--- config.mk ---
export PLATFORM = sky130hd
export DESIGN_NAME = fixed_block_pool_allocator_top_flat
export DESIGN_NICKNAME = d
export VERILOG_FILES = /design/src/hdl/fbpa_pkg.sv /design/src/hdl/fbpa_if.sv /design/src/hdl/fbpa_cfg.sv /design/src/hdl/fbpa_link_mem.sv /design/src/hdl/fixed_block_pool_allocator_top.sv /design/src/flat_wrapper.sv
export SDC_FILE = /design/constraint.sdc
export NUM_CORES = 1
export LEC_CHECK = 0
export ABC_AREA = 1
export ABC_CLOCK_PERIOD_IN_PS = 5500
export BUFFER_PORTS_ARGS = -buffer_cell sky130_fd_sc_hd__buf_2
export CORE_MARGIN = 2
export CORE_UTILIZATION = 40
export DETAILED_ROUTE_END_ITERATION = 8
export SKIP_CTS_REPAIR_TIMING = 1
export SLEW_MARGIN = 20
export SYNTH_ARGS = -nofsm -noshare
export SYNTH_HDL_FRONTEND = slang
export SYNTH_HIERARCHICAL = 1
export SYNTH_SLANG_ARGS = --single-unit
--- constraint.sdc ---
create_clock -name clk_i -period 5.5 [get_ports clk_i]
set_input_delay 0.55 -clock clk_i [delete_from_list [all_inputs] [get_ports clk_i]]
set_output_delay 0.55 -clock clk_i [all_outputs]
set_load 0.05 [all_outputs]
--- src/hdl/fbpa_pkg.sv ---
`default_nettype none

package fbpa_pkg;

  localparam int unsigned CMD_W    = 2;
  localparam int unsigned IDX_W    = 6;
  localparam int unsigned OFF_W    = 22;
  localparam int unsigned STATUS_W = 2;
  localparam int unsigned SIZE_W   = 17;
  localparam int unsigned COUNT_W  = 7;
  localparam int unsigned PADDR_W  = 3;
  localparam int unsigned PDATA_W  = 32;

  localparam logic [SIZE_W-1:0]  SIZE_RESET     = 17'd64;
  localparam logic [SIZE_W-1:0]  MAX_BLOCK_SIZE = 17'd65536;
  localparam logic [COUNT_W-1:0] COUNT_RESET    = 7'd64;

  // register select is paddr bit 2 (registers at 0x0 and 0x4)
  localparam logic REG_BLOCK_SIZE  = 1'b0;
  localparam logic REG_BLOCK_COUNT = 1'b1;

  localparam logic [STATUS_W-1:0] ST_OK        = 2'd0;
  localparam logic [STATUS_W-1:0] ST_EMPTY     = 2'd1;
  localparam logic [STATUS_W-1:0] ST_BAD_INDEX = 2'd2;

  typedef enum logic [CMD_W-1:0] {
    CMD_INIT  = 2'd0,
    CMD_ALLOC = 2'd1,
    CMD_FREE  = 2'd2,
    CMD_NOP   = 2'd3
  } cmd_e;

  typedef struct packed {
    logic [SIZE_W-1:0]  block_size;
    logic [COUNT_W-1:0] block_count;
  } cfg_t;

endpackage

`default_nettype wire

--- src/hdl/fbpa_if.sv ---
`default_nettype none

interface fbpa_cmd_if import fbpa_pkg::*; ();
  logic             valid;
  logic             ready;
  logic [CMD_W-1:0] command;
  logic [IDX_W-1:0] block_index;

  modport source (output valid, command, block_index, input ready);
  modport sink   (input valid, command, block_index, output ready);
endinterface

interface fbpa_rsp_if import fbpa_pkg::*; ();
  logic                valid;
  logic                ready;
  logic [STATUS_W-1:0] status;
  logic [IDX_W-1:0]    granted_index;
  logic [OFF_W-1:0]    granted_offset;

  modport source (output valid, status, granted_index, granted_offset, input ready);
  modport sink   (input valid, status, granted_index, granted_offset, output ready);
endinterface

`default_nettype wire

--- src/hdl/fbpa_cfg.sv ---
`default_nettype none

module fbpa_cfg import fbpa_pkg::*; (
  input  wire logic               clk_i,
  input  wire logic               rst_ni,
  input  wire logic               psel_i,
  input  wire logic               penable_i,
  input  wire logic               pwrite_i,
  input  wire logic [PADDR_W-1:0] paddr_i,
  input  wire logic [PDATA_W-1:0] pwdata_i,
  output logic      [PDATA_W-1:0] prdata_o,
  output cfg_t                    cfg_o
);

  logic [SIZE_W-1:0]  size_q, size_d;
  logic [COUNT_W-1:0] count_q, count_d;
  logic               wr_en;

  assign wr_en = psel_i && penable_i && pwrite_i;

  always_comb begin
    size_d  = size_q;
    count_d = count_q;
    if (wr_en) begin
      unique case (paddr_i[2])
        REG_BLOCK_SIZE:  size_d  = pwdata_i[SIZE_W-1:0];
        REG_BLOCK_COUNT: count_d = pwdata_i[COUNT_W-1:0];
        default: ;
      endcase
    end
  end

  always_ff @(posedge clk_i or negedge rst_ni) begin
    if (!rst_ni) begin
      size_q  <= SIZE_RESET;
      count_q <= COUNT_RESET;
    end else begin
      size_q  <= size_d;
      count_q <= count_d;
    end
  end

  always_comb begin
    unique case (paddr_i[2])
      REG_BLOCK_SIZE:  prdata_o = PDATA_W'(size_q);
      REG_BLOCK_COUNT: prdata_o = PDATA_W'(count_q);
      default:         prdata_o = '0;
    endcase
  end

  assign cfg_o.block_size  = size_q;
  assign cfg_o.block_count = count_q;

endmodule

`default_nettype wire

--- src/hdl/fbpa_link_mem.sv ---
`default_nettype none

module fbpa_link_mem #(
  parameter int unsigned DEPTH = 64,
  parameter int unsigned AW    = 6,
  parameter int unsigned DW    = 7
) (
  input  wire logic          clk_i,
  input  wire logic          we_i,
  input  wire logic [AW-1:0] waddr_i,
  input  wire logic [DW-1:0] wdata_i,
  input  wire logic          re_i,
  input  wire logic [AW-1:0] raddr_i,
  output logic      [DW-1:0] rdata_o
);

  logic [DW-1:0] mem [DEPTH];

  always_ff @(posedge clk_i) begin
    if (we_i) begin
      mem[waddr_i] <= wdata_i;
    end
  end

  always_ff @(posedge clk_i) begin
    if (re_i) begin
      rdata_o <= mem[raddr_i];
    end
  end

endmodule

`default_nettype wire

--- src/hdl/fixed_block_pool_allocator_top.sv ---
// One item at a time: a command is taken only in idle. Allocate (link memory read
//   at the transfer), free (link write-back) and the unused command load their result
//   in the execute state once the result slot is free; init sweeps the link memory one
//   entry per cycle for N = min(block_count, MAX_BLOCKS) links; the last waits for the slot.
// Reset: asynchronous, active low; the free list comes up empty and the registers
//   at their defaults. The link memory is not cleared; init writes every link used.
`default_nettype none

module fixed_block_pool_allocator_top import fbpa_pkg::*; #(
  parameter int unsigned MAX_BLOCKS = 64
) (
  input  wire logic               clk_i,
  input  wire logic               rst_ni,
  fbpa_cmd_if.sink                cmd_i,
  fbpa_rsp_if.source              rsp_o,
  input  wire logic               psel,
  input  wire logic               penable,
  input  wire logic               pwrite,
  input  wire logic [PADDR_W-1:0] paddr,
  input  wire logic [PDATA_W-1:0] pwdata,
  output logic      [PDATA_W-1:0] prdata,
  output logic                    pready
);

  localparam int unsigned AW      = $clog2(MAX_BLOCKS);
  localparam int unsigned LW      = $clog2(MAX_BLOCKS + 1);
  localparam int unsigned MAX_SAT = (MAX_BLOCKS > 127) ? 127 : MAX_BLOCKS;
  localparam int unsigned CMP_W   = (AW + 1 > COUNT_W) ? AW + 1 : COUNT_W;
  localparam int unsigned PROD_W  = LW + SIZE_W;
  localparam logic [LW-1:0] NULL_LINK = LW'(MAX_BLOCKS);

  localparam logic [1:0] S_IDLE = 2'd0;
  localparam logic [1:0] S_EXEC = 2'd1;
  localparam logic [1:0] S_INIT = 2'd2;

  cfg_t cfg;

  fbpa_cfg u_cfg (
    .clk_i     (clk_i),
    .rst_ni    (rst_ni),
    .psel_i    (psel),
    .penable_i (penable),
    .pwrite_i  (pwrite),
    .paddr_i   (paddr),
    .pwdata_i  (pwdata),
    .prdata_o  (prdata),
    .cfg_o     (cfg)
  );

  assign pready = 1'b1;

  logic [1:0]          state_q, state_d;
  cmd_e                cmd_q;
  logic [IDX_W-1:0]    idx_q;
  logic [LW-1:0]       head_q, head_d;
  logic [AW-1:0]       cnt_q, cnt_d;
  logic [AW:0]         cnt_inc;
  logic                cnt_last;

  logic                rsp_valid_q, rsp_valid_d;
  logic [STATUS_W-1:0] rsp_status_q;
  logic [IDX_W-1:0]    rsp_gidx_q;
  logic [OFF_W-1:0]    rsp_goff_q;

  logic                res_load;
  logic [STATUS_W-1:0] res_status;
  logic [IDX_W-1:0]    res_gidx;
  logic [OFF_W-1:0]    res_goff;

  logic                slot_free;
  logic                accept;
  logic                head_empty;
  logic [COUNT_W-1:0]  pool_n;
  logic [SIZE_W-1:0]   size_eff;
  logic [PROD_W-1:0]   prod;

  logic                mem_we, mem_re;
  logic [AW-1:0]       mem_waddr, mem_raddr;
  logic [LW-1:0]       mem_wdata, mem_rdata;

  fbpa_link_mem #(
    .DEPTH (MAX_BLOCKS),
    .AW    (AW),
    .DW    (LW)
  ) u_link_mem (
    .clk_i   (clk_i),
    .we_i    (mem_we),
    .waddr_i (mem_waddr),
    .wdata_i (mem_wdata),
    .re_i    (mem_re),
    .raddr_i (mem_raddr),
    .rdata_o (mem_rdata)
  );

  assign pool_n   = (cfg.block_count > COUNT_W'(MAX_SAT)) ? COUNT_W'(MAX_SAT)
                                                          : cfg.block_count;
  assign size_eff = (cfg.block_size > MAX_BLOCK_SIZE) ? MAX_BLOCK_SIZE : cfg.block_size;

  assign head_empty = (head_q == NULL_LINK);
  assign slot_free  = !rsp_valid_q || rsp_o.ready;
  assign cmd_i.ready = (state_q == S_IDLE);
  assign accept      = cmd_i.valid && cmd_i.ready;

  // head is read at the transfer so its link is ready in the execute cycle
  assign mem_re    = accept && (cmd_e'(cmd_i.command) == CMD_ALLOC) && !head_empty;
  assign mem_raddr = AW'(head_q);

  assign cnt_inc  = {1'b0, cnt_q} + 1'b1;
  assign cnt_last = (CMP_W'(cnt_inc) == CMP_W'(pool_n));
  assign prod     = PROD_W'(head_q) * PROD_W'(size_eff);

  always_comb begin
    state_d    = state_q;
    head_d     = head_q;
    cnt_d      = cnt_q;
    res_load   = 1'b0;
    res_status = ST_OK;
    res_gidx   = '0;
    res_goff   = '0;
    mem_we     = 1'b0;
    mem_waddr  = AW'(idx_q);
    mem_wdata  = head_q;

    unique case (state_q)
      S_IDLE: begin
        if (accept) begin
          state_d = S_EXEC;
        end
      end
      S_EXEC: begin
        unique case (cmd_q)
          CMD_INIT: begin
            if (pool_n == '0) begin
              if (slot_free) begin
                head_d   = NULL_LINK;
                res_load = 1'b1;
                state_d  = S_IDLE;
              end
            end else begin
              cnt_d   = '0;
              state_d = S_INIT;
            end
          end
          CMD_ALLOC: begin
            if (slot_free) begin
              res_load = 1'b1;
              state_d  = S_IDLE;
              if (head_empty) begin
                res_status = ST_EMPTY;
              end else begin
                head_d   = (mem_rdata > NULL_LINK) ? NULL_LINK : mem_rdata;
                res_gidx = IDX_W'(head_q);
                res_goff = OFF_W'(prod);
              end
            end
          end
          CMD_FREE: begin
            if (slot_free) begin
              res_load = 1'b1;
              state_d  = S_IDLE;
              if (COUNT_W'(idx_q) < pool_n) begin
                mem_we = 1'b1;
                head_d = LW'(idx_q);
              end else begin
                res_status = ST_BAD_INDEX;
              end
            end
          end
          CMD_NOP: begin
            if (slot_free) begin
              res_load = 1'b1;
              state_d  = S_IDLE;
            end
          end
          default: ;
        endcase
      end
      S_INIT: begin
        mem_waddr = cnt_q;
        mem_wdata = cnt_last ? NULL_LINK : LW'(cnt_inc);
        if (!cnt_last) begin
          mem_we = 1'b1;
          cnt_d  = cnt_inc[AW-1:0];
        end else if (slot_free) begin
          // last link waits here until the result slot opens
          mem_we   = 1'b1;
          head_d   = '0;
          res_load = 1'b1;
          state_d  = S_IDLE;
        end
      end
      default: state_d = S_IDLE;
    endcase
  end

  always_comb begin
    rsp_valid_d = rsp_valid_q;
    if (res_load) begin
      rsp_valid_d = 1'b1;
    end else if (rsp_o.ready) begin
      rsp_valid_d = 1'b0;
    end
  end

  always_ff @(posedge clk_i or negedge rst_ni) begin
    if (!rst_ni) begin
      state_q     <= S_IDLE;
      head_q      <= NULL_LINK;
      cnt_q       <= '0;
      rsp_valid_q <= 1'b0;
    end else begin
      state_q     <= state_d;
      head_q      <= head_d;
      cnt_q       <= cnt_d;
      rsp_valid_q <= rsp_valid_d;
    end
  end

  always_ff @(posedge clk_i) begin
    if (accept) begin
      cmd_q <= cmd_e'(cmd_i.command);
      idx_q <= cmd_i.block_index;
    end
    if (res_load) begin
      rsp_status_q <= res_status;
      rsp_gidx_q   <= res_gidx;
      rsp_goff_q   <= res_goff;
    end
  end

  assign rsp_o.valid          = rsp_valid_q;
  assign rsp_o.status         = rsp_status_q;
  assign rsp_o.granted_index  = rsp_gidx_q;
  assign rsp_o.granted_offset = rsp_goff_q;

endmodule

`default_nettype wire

--- src/flat_wrapper.sv ---
// flat-port wrapper written by rule: the top's interface ports become plain ports
module fixed_block_pool_allocator_top_flat import fbpa_pkg::*;
#(
  parameter int unsigned MAX_BLOCKS = 64
)
  (clk_i, rst_ni, psel, penable, pwrite, paddr, pwdata, prdata, pready, cmd_i_valid, cmd_i_command, cmd_i_block_index, cmd_i_ready, rsp_o_valid, rsp_o_status, rsp_o_granted_index, rsp_o_granted_offset, rsp_o_ready);
  fbpa_cmd_if cmd_i_i ();
  fbpa_rsp_if rsp_o_i ();
  input  wire logic clk_i;
  input  wire logic rst_ni;
  input  wire logic psel;
  input  wire logic penable;
  input  wire logic pwrite;
  input  wire logic [PADDR_W-1:0] paddr;
  input  wire logic [PDATA_W-1:0] pwdata;
  output logic      [PDATA_W-1:0] prdata;
  output logic pready;
  input wire logic [$bits(cmd_i_i.valid)-1:0] cmd_i_valid;
  input wire logic [$bits(cmd_i_i.command)-1:0] cmd_i_command;
  input wire logic [$bits(cmd_i_i.block_index)-1:0] cmd_i_block_index;
  output wire logic [$bits(cmd_i_i.ready)-1:0] cmd_i_ready;
  output wire logic [$bits(rsp_o_i.valid)-1:0] rsp_o_valid;
  output wire logic [$bits(rsp_o_i.status)-1:0] rsp_o_status;
  output wire logic [$bits(rsp_o_i.granted_index)-1:0] rsp_o_granted_index;
  output wire logic [$bits(rsp_o_i.granted_offset)-1:0] rsp_o_granted_offset;
  input wire logic [$bits(rsp_o_i.ready)-1:0] rsp_o_ready;
  assign cmd_i_i.valid = cmd_i_valid;
  assign cmd_i_i.command = cmd_i_command;
  assign cmd_i_i.block_index = cmd_i_block_index;
  assign cmd_i_ready = cmd_i_i.ready;
  assign rsp_o_valid = rsp_o_i.valid;
  assign rsp_o_status = rsp_o_i.status;
  assign rsp_o_granted_index = rsp_o_i.granted_index;
  assign rsp_o_granted_offset = rsp_o_i.granted_offset;
  assign rsp_o_i.ready = rsp_o_ready;
  fixed_block_pool_allocator_top #(.MAX_BLOCKS(MAX_BLOCKS)) u_core (.clk_i(clk_i), .rst_ni(rst_ni), .cmd_i(cmd_i_i), .rsp_o(rsp_o_i), .psel(psel), .penable(penable), .pwrite(pwrite), .paddr(paddr), .pwdata(pwdata), .prdata(prdata), .pready(pready));
endmodule
==> qor.tcl, run 1 <==
set qor(timing_hold_violations_final) 0
set qor(ant_nets) 0
set qor(route.vias.total) 19000
set qor(tightest_slew_ns) 1.08
set qor(detail_route.wirelength_microns) 68000
set qor(worstRegToRegCells) 25
set qor(synth.cell_area_sq_mm) 0.0267
set qor(core_area_sq_mm) 0.0659
set qor(ys_top_cells_by_area) {sky130_fd_sc_hd__edfxtp_1, sky130_fd_sc_hd__nand2_1, sky130_fd_sc_hd__nand3_1, sky130_fd_sc_hd__fa_1, sky130_fd_sc_hd__dfrtp_1}
set qor(stdcell_area_sq_mm) 0.0300
set qor(critical_path.startpoint_type) {flop}
set qor(cts-htree-levels) 2
set qor(critical_path.top_delay_family) {adder cells}
set qor(numCtsBuffers) 56
set qor(hold_class) {input port to asynchronous set/reset pin}
set qor(antenna_found_initial) 2
set qor(floorplan.die_area_sq_mm) 0.0687
set qor(most_used_dff_post_synth) {sky130_fd_sc_hd__edfxtp_1}
set qor(worst_r2r_startpoint) {u_core/u_cfg/size_q[4]}
set qor(clkLatencyLatePin_ns) 0.66
set qor(critical_path_class) {flop to flop}
set qor(fin_worst_skew_ns) 0.0689
set qor(rsz0062_at_grt) {true}
set qor(synthCells) 2665
set qor(finish.net_count) 2899
set qor(arrival_ns) 5.67
set qor(cell_type_with_the_largest_total_area_after_synthesis) {sky130_fd_sc_hd__edfxtp_1}
set qor(clk_transition_reported_paths_ns) 0.06
set qor(yosys_cell_types) 45
set qor(synth.yosys.seq_area_share_pct) 59.3
set qor(die-width_microns) 262
set qor(worstSetupEndpointType) {flop}
set qor(vdd.ir_drop.worst_uv) 372
set qor(synth_top_area_share_pct) 55.5
set qor(routed_wire_length_per_instance_microns) 18.7
set qor(maxCapViolCount) 0
set qor(drive_above_1_share_pct) 10.8
set qor(crit_path_top_delay_cell) {sky130_fd_sc_hd__fa_1}
set qor(drt-vias-per-instance) 5.23
set qor(drt_pre_antenna_iters) 6
set qor(worstPathRequired_ns) 5.84
set qor(ioPinCount) 115
set qor(detailed_place_hpwl_microns) 42700
set qor(max_freq_mhz) 188
set qor(cts_max_path_buffers) 3
set qor(postSynthAreaPerCell_sq_um) 10.0
set qor(hold_ws_ns) 0.0612
set qor(crit_path_max_fanout) 7
set qor(reg2reg_slack_ns) 0.18
set qor(netlist_top_cells_count) {sky130_fd_sc_hd__nand2_1, sky130_fd_sc_hd__edfxtp_1, sky130_fd_sc_hd__nand3_1}
set qor(grt_pass1_vias) 18400
set qor(leakagePower_nw) 12.0
set qor(global_route.overflow_total) 0
set qor(slew_headroom_pct) 27.9
set qor(port-buffer-count) 81
set qor(cpPeakStageDelay_ns) 0.50
set qor(cellPowerDensity_mw_per_mm2) 496
set qor(yosys.cell_count.top_type) {sky130_fd_sc_hd__nand2_1}
set qor(worst-path-buf-inv) 6
set qor(grt_max_degree) 227
set qor(gr-usage-all-layers_pct) 19.8
set qor(area_growth_syn_to_layout_pct) 12.5
set qor(cts.sink_count) 533
set qor(grt_pass1_wl_microns) 104000
set qor(asyncSetResetFlopFracSynth_pct) 7.50
set qor(drv_slew) 0
set qor(synth-edff-count) 493
set qor(timing.rr.end) {u_core/rsp_o.granted_offset[18]}
set qor(die_span_in_y_microns) 262
set qor(ys_seq_elements) 533
set qor(initial_core_util_pct) 40.5
set qor(run_status) {complete, no violations}
set qor(std_cell_rows) 94
set qor(yosys_warning_count) 6
set qor(dpl-instance-area_sq_mm) 0.0278
set qor(finalCritPeriodShare_pct) 96.8
set qor(final.min_clock_period_ns) 5.32
set qor(cts.root.buffer_cell) {sky130_fd_sc_hd__clkbuf_16}
set qor(drcViolationCount) 0
set qor(drt-initial-drc-count) 2017
set qor(tritoncts) {built}
set qor(gp_congestion) 0.941
set qor(finalSetupViolCount) 0
==> worst register-to-register path, delay by kind of cell (launching register included) <==
kind,cells,cell delay (ns)
compound gates,3,0.43
flops,1,0.39
simple gates,11,1.34
fa+ha+maj,5,2.24
buf+inv,6,0.66
==> per-layer routing <==
metal | vias to the layer above | routed length [microns] | track usage, %
met5 | - | 0 | 0
met1 | 9216 | 29300 | 27.3
met2 | 669 | 31600 | 31.8
li1 | 9028 | - | -
met3 | 114 | 5000 | 2.94
met4 | 0 | 2140 | 6.95
==> power by group <==
part	internal, mW	switching, mW
logic	1.41	4.26
clock network	2.27	1.62
registers	5.16	0.157
==> state kept, by name, summed over array words and instances (netlist names) <==
name / count
u_core/u_cfg/size_q: 17
u_core/cmd_q: 2
u_core/rsp_o.granted_index: 6
u_core/rsp_o.valid: 1
u_core/u_link_mem/mem: 448
u_core/idx_q: 6
u_core/u_cfg/count_q: 7
u_core/rsp_o.status: 2
u_core/cnt_q: 6
u_core/state_q: 2
u_core/rsp_o.granted_offset: 22
u_core/u_link_mem/rdata_o: 7
u_core/head_q: 7
==> through the flow <==
step                cells  power, mW  worst slack [ns]  TNS [ns]  utilization (%)
finish               3638       14.9             0.176         0             45.5
floorplan            2679       9.22             0.669         0                -
global placement     3529       10.9             0.269         0             42.3
global route         3638       15.7            -0.128    -0.880             45.5
CTS                  3633       14.9             0.226         0             45.2
detailed placement   3529       11.0             0.246         0             42.3
==> worst max path at each step <==
stage	start	endpoint	slack (ns)	cells past startpoint
after floorplan	u_core/u_cfg/size_q[14]	u_core/rsp_o.granted_offset[13]	0.67	24
after global placement	u_core/u_cfg/size_q[14]	u_core/rsp_o.granted_offset[17]	0.27	25
after detailed placement	u_core/u_cfg/size_q[6]	u_core/rsp_o.granted_offset[13]	0.25	23
after CTS	u_core/u_cfg/size_q[6]	u_core/rsp_o.granted_offset[13]	0.23	23
after global routing	u_core/u_cfg/size_q[4]	u_core/rsp_o.granted_offset[15]	-0.13	23
final	u_core/u_cfg/size_q[4]	u_core/rsp_o.granted_offset[18]	0.18	25
==> layout make-up <==
class | count | area (sq um)
Clock inverter | 35 | 439
Antenna cell | 1 | 2.50
Fill cell | 6218 | 35900
Tap cell | 864 | 1080
Sequential cell | 533 | 15800
Timing Repair inverter | 1 | 7.51
Clock buffer | 69 | 1490
Timing Repair Buffer | 132 | 826
Multi-Input combinational cell | 1808 | 9580
Inverter | 195 | 747
==> logic make-up (layout without fill, tap and decap cells) <==
logic type	Yosys count	in the layout	share of synthesized area, %
and+or+nand+nor	1567	1567	24.9
DFF	533	533	59.3
buffers and inverters	338	432	5.88
adders and majority gates	122	122	7.78
AOI/OAI and AO/OA	97	97	1.88
xor gates and xnor gates	6	6	0.197
other	2	17	0.0282
==> layout by cell type, fill, tap and decap left out, types with 5 or more instances in the layout <==
cell and instances:
sky130_fd_sc_hd__a21oi_1 45, sky130_fd_sc_hd__a21oi_2 6, sky130_fd_sc_hd__buf_2 81, sky130_fd_sc_hd__buf_4 48, sky130_fd_sc_hd__bufinv_16 7, sky130_fd_sc_hd__clkbuf_1 10, sky130_fd_sc_hd__clkbuf_16 57, sky130_fd_sc_hd__clkinv_1 12
sky130_fd_sc_hd__clkinv_2 5, sky130_fd_sc_hd__clkinvlp_4 8, sky130_fd_sc_hd__conb_1 16, sky130_fd_sc_hd__dfrtp_1 34, sky130_fd_sc_hd__edfxtp_1 493, sky130_fd_sc_hd__fa_1 73, sky130_fd_sc_hd__ha_1 44, sky130_fd_sc_hd__ha_2 5
sky130_fd_sc_hd__inv_1 185, sky130_fd_sc_hd__inv_2 5, sky130_fd_sc_hd__nand2_1 836, sky130_fd_sc_hd__nand2_2 6, sky130_fd_sc_hd__nand3_1 454, sky130_fd_sc_hd__nand4_1 19, sky130_fd_sc_hd__nor2_1 192, sky130_fd_sc_hd__nor2_2 20
sky130_fd_sc_hd__nor2_4 10, sky130_fd_sc_hd__nor3_1 5, sky130_fd_sc_hd__nor4_1 9, sky130_fd_sc_hd__o21ai_0 29, sky130_fd_sc_hd__o21ai_4 6
No activity file was read; power rests on OpenSTA's default activity.
==> inputs of run 2 (changes only) <==
Settings changed: CORE_ASPECT_RATIO set to 1.75, CTS_CLUSTER_DIAMETER set to 60.
==> qor.tcl, run 2 (synthesis gave the netlist of run 1 again) <==
set qor(run_status) {complete, no violations}
set qor(dp_cells) 3656 ;# +3.6%
set qor(layout_commonest_cell) {sky130_fd_sc_hd__nand2_1}
set qor(vdd.ir_drop.worst_uv) 286 ;# -23%
set qor(drive_above_1_share_pct) 14.5 ;# +3.7 points
set qor(worstPathRequired_ns) 5.85 ;# about the same
set qor(drt_pre_antenna_iters) 5 ;# -1
set qor(timing.rr.end) {u_core/rsp_o.granted_offset[14]}
set qor(critical_path_class) {flop to flop}
set qor(worstRegToRegCells) 27 ;# +8.0%
set qor(power.sequential.fraction_pct) 35.8 ;# about the same
set qor(drt-initial-drc-count) 1313 ;# -35%
set qor(finalSetupViolCount) 0 ;# unchanged
set qor(route.vias.total) 19300 ;# +1.3%
set qor(final-instance-count-excl-fill) 3754 ;# +3.2%
set qor(timing_hold_violations_final) 0 ;# unchanged
set qor(die_span_in_y_microns) 345 ;# +32%
set qor(routed_wire_length_per_instance_microns) 19.2 ;# +2.6%
set qor(slew_headroom_pct) 36.5 ;# +8.6 points
set qor(cts-htree-levels) 2 ;# unchanged
set qor(largest_register_ffs) 448 ;# unchanged
set qor(gr-usage-all-layers_pct) 20.9 ;# +1.1 points
set qor(relative_contribution_of_combinational_cells_to_total_power_pct) 41.6 ;# +3.5 points
set qor(drt-vias-per-instance) 5.13 ;# -1.8%
set qor(cts.root.buffer_cell) {sky130_fd_sc_hd__clkbuf_16}
set qor(ioPinCount) 115 ;# unchanged
set qor(tritoncts) {built}
set qor(antenna_cells_inserted) 0 ;# -1
set qor(reg2reg_slack_ns) 0.16 ;# about the same
set qor(gp_congestion) 0.925 ;# -1.7%
set qor(internal_power_mw) 8.63 ;# -2.3%
set qor(detailed_place_hpwl_microns) 48400 ;# +13%
set qor(rsz0062_at_grt) {true}
set qor(finalCritPeriodShare_pct) 97.1 ;# +0.26 points
set qor(crit_path_max_fanout) 7 ;# unchanged
set qor(cts_max_path_buffers) 3 ;# unchanged
set qor(maxCapViolCount) 0 ;# unchanged
set qor(final_cell_mix) {sky130_fd_sc_hd__nand2_1, sky130_fd_sc_hd__edfxtp_1, sky130_fd_sc_hd__nand3_1, sky130_fd_sc_hd__nor2_1, sky130_fd_sc_hd__inv_1}
set qor(cts.sink_count) 533 ;# unchanged
set qor(core_area_sq_mm) 0.0662 ;# +0.45%
set qor(netSwitchingFraction_pct) 41.8 ;# +1.2 points
set qor(floorplan.die_area_sq_mm) 0.0688 ;# +0.12%
set qor(initial_core_util_pct) 40.3 ;# -0.18 points
set qor(port-buffer-count) 81 ;# unchanged
set qor(cellPowerDensity_mw_per_mm2) 485 ;# -2.2%
set qor(leakagePower_nw) 12.4 ;# +3.3%
set qor(drv_slew) 0 ;# unchanged
set qor(final.min_clock_period_ns) 5.34 ;# +0.0142 ns
set qor(regMostFlops) {u_core/u_link_mem/mem}
set qor(area_growth_syn_to_layout_pct) 14.7
set qor(clk_transition_reported_paths_ns) 0.07 ;# about the same
set qor(std_cell_rows) 125 ;# +33%
set qor(worstSetupEndpointType) {flop}
set qor(critical_path.endpoint) {u_core/rsp_o.granted_offset[14]}
set qor(die-width_microns) 199 ;# -24%
set qor(hold_class) {input port to asynchronous set/reset pin}
set qor(antenna_found_initial) 0 ;# -2
set qor(clockPowerShare_pct) 22.6 ;# -3.6 points
set qor(post-route-util_pct) 46.2 ;# +0.67 points
set qor(net_switching_power_figure_mw) 6.20 ;# +2.7%
set qor(cpPeakStageDelay_ns) 0.53 ;# +0.03 ns
set qor(clkLatencyLatePin_ns) 0.60 ;# -0.06 ns
set qor(tightest_slew_ns) 0.953 ;# -0.125 ns
set qor(fin_worst_skew_ns) 0.0220 ;# -0.0469 ns
set qor(max_freq_mhz) 187 ;# -0.27%
set qor(global_route.overflow_total) 0 ;# unchanged
set qor(arrival_ns) 5.69 ;# +0.02 ns
set qor(crit_path_top_delay_cell) {sky130_fd_sc_hd__fa_1}
set qor(grt_pass1_vias) 19500 ;# +6.2%
set qor(finish.net_count) 3001 ;# +3.5%
set qor(grt_max_degree) 122 ;# -46%
set qor(worst-path-buf-inv) 9 ;# +3
set qor(numCtsBuffers) 49 ;# -13%
set qor(detail_route.wirelength_microns) 72000 ;# +5.8%
set qor(ant_nets) 0 ;# unchanged
set qor(drcViolationCount) 0 ;# unchanged
set qor(critical_path.top_delay_family) {adder cells}
set qor(worst_r2r_startpoint) {u_core/u_cfg/size_q[5]}
set qor(grt_pass1_wl_microns) 110000 ;# +5.5%
set qor(crit_path_start) {u_core/u_cfg/size_q[5]}
set qor(critical_path.startpoint_type) {flop}
set qor(cp_num_cells) 27 ;# +8.0%
run 2: cell count changes in the layout (fill, tap and decap cells not counted), moves of 3 or more:
cell                        delta
sky130_fd_sc_hd__inv_1         -8
sky130_fd_sc_hd__ha_4          +5
sky130_fd_sc_hd__ha_1          -3
sky130_fd_sc_hd__clkinv_2      +5
sky130_fd_sc_hd__inv_2         +4
sky130_fd_sc_hd__nand2_1       -3
sky130_fd_sc_hd__bufinv_16     -4
sky130_fd_sc_hd__o21ai_0       -5
sky130_fd_sc_hd__clkbuf_16     -8
sky130_fd_sc_hd__inv_6         +3
sky130_fd_sc_hd__o21ai_1       +5
sky130_fd_sc_hd__clkbuf_1      -4
sky130_fd_sc_hd__buf_4       +108
run 2: per-stage QoR:
| step | setup TNS, ns | worst slack [ns] | area (sq um) | total power, mW | hold slack [ns] |
|---|---|---|---|---|---|
| 6_report | 0 | 0.161 | 30600 | 14.8 | 0.0827 |
| 5_1_grt | -0.271 | -0.0892 | 30600 | 15.6 | 0.107 |
| 4_1_cts | 0 | 0.0768 | 30200 | 14.7 | 0.0895 |
| 3_5_place_dp | 0 | 0.114 | 28600 | 11.4 | 0.491 |
| 3_3_place_gp | 0 | 0.0665 | 28600 | 11.3 | 0.487 |
| 2_1_floorplan | 0 | 0.669 | 26700 | 9.22 | 0.254 |
run 2: power by group through the flow:
stage,Sequential (mW),Combinational (mW),Clock (mW)
after floorplan,5.63,3.59,0
after global placement,5.40,5.88,0
after detailed placement,5.40,5.96,0
after CTS,5.31,5.98,3.43
after global routing,5.34,6.72,3.55
final,5.32,6.17,3.35
run 2: worst min-delay path by stage:
| stage | from | endpoint | depth (start not counted) |
|---|---|---|---|
| 6_report | rst_ni | u_core/u_cfg/count_q[2] | 1 |
| 3_3_place_gp | u_core/u_cfg/size_q[13] | u_core/u_cfg/size_q[13] | 2 |
| 3_5_place_dp | u_core/cnt_q[5] | u_core/cnt_q[5] | 2 |
| 2_1_floorplan | rst_ni | u_core/cnt_q[0] | 0 |
| 5_1_grt | cmd_i_block_index[2] | u_core/idx_q[2] | 1 |
| 4_1_cts | cmd_i_block_index[2] | u_core/idx_q[2] | 1 |
run 2: final cells by class:
type / instances / area [sq um]
Inverter: 195 / 758
Fill cell: 6200 / 35600
Multi-Input combinational cell: 1808 / 9650
Timing Repair inverter: 1 / 7.51
Clock buffer: 57 / 1280
Timing Repair Buffer: 241 / 1660
Tap cell: 889 / 1110
Sequential cell: 533 / 15800
Clock inverter: 30 / 282
run 2: per-layer routing:
metal / vias to the layer above / track usage, % / share of wire (%)
li1: 9211 / - / -
met1: 9277 / 21.9 / 36
met2: 600 / 39.0 / 53
met3: 184 / 2.56 / 4.6
met4: 0 / 12.9 / 6.3
met5: - / 0 / 0
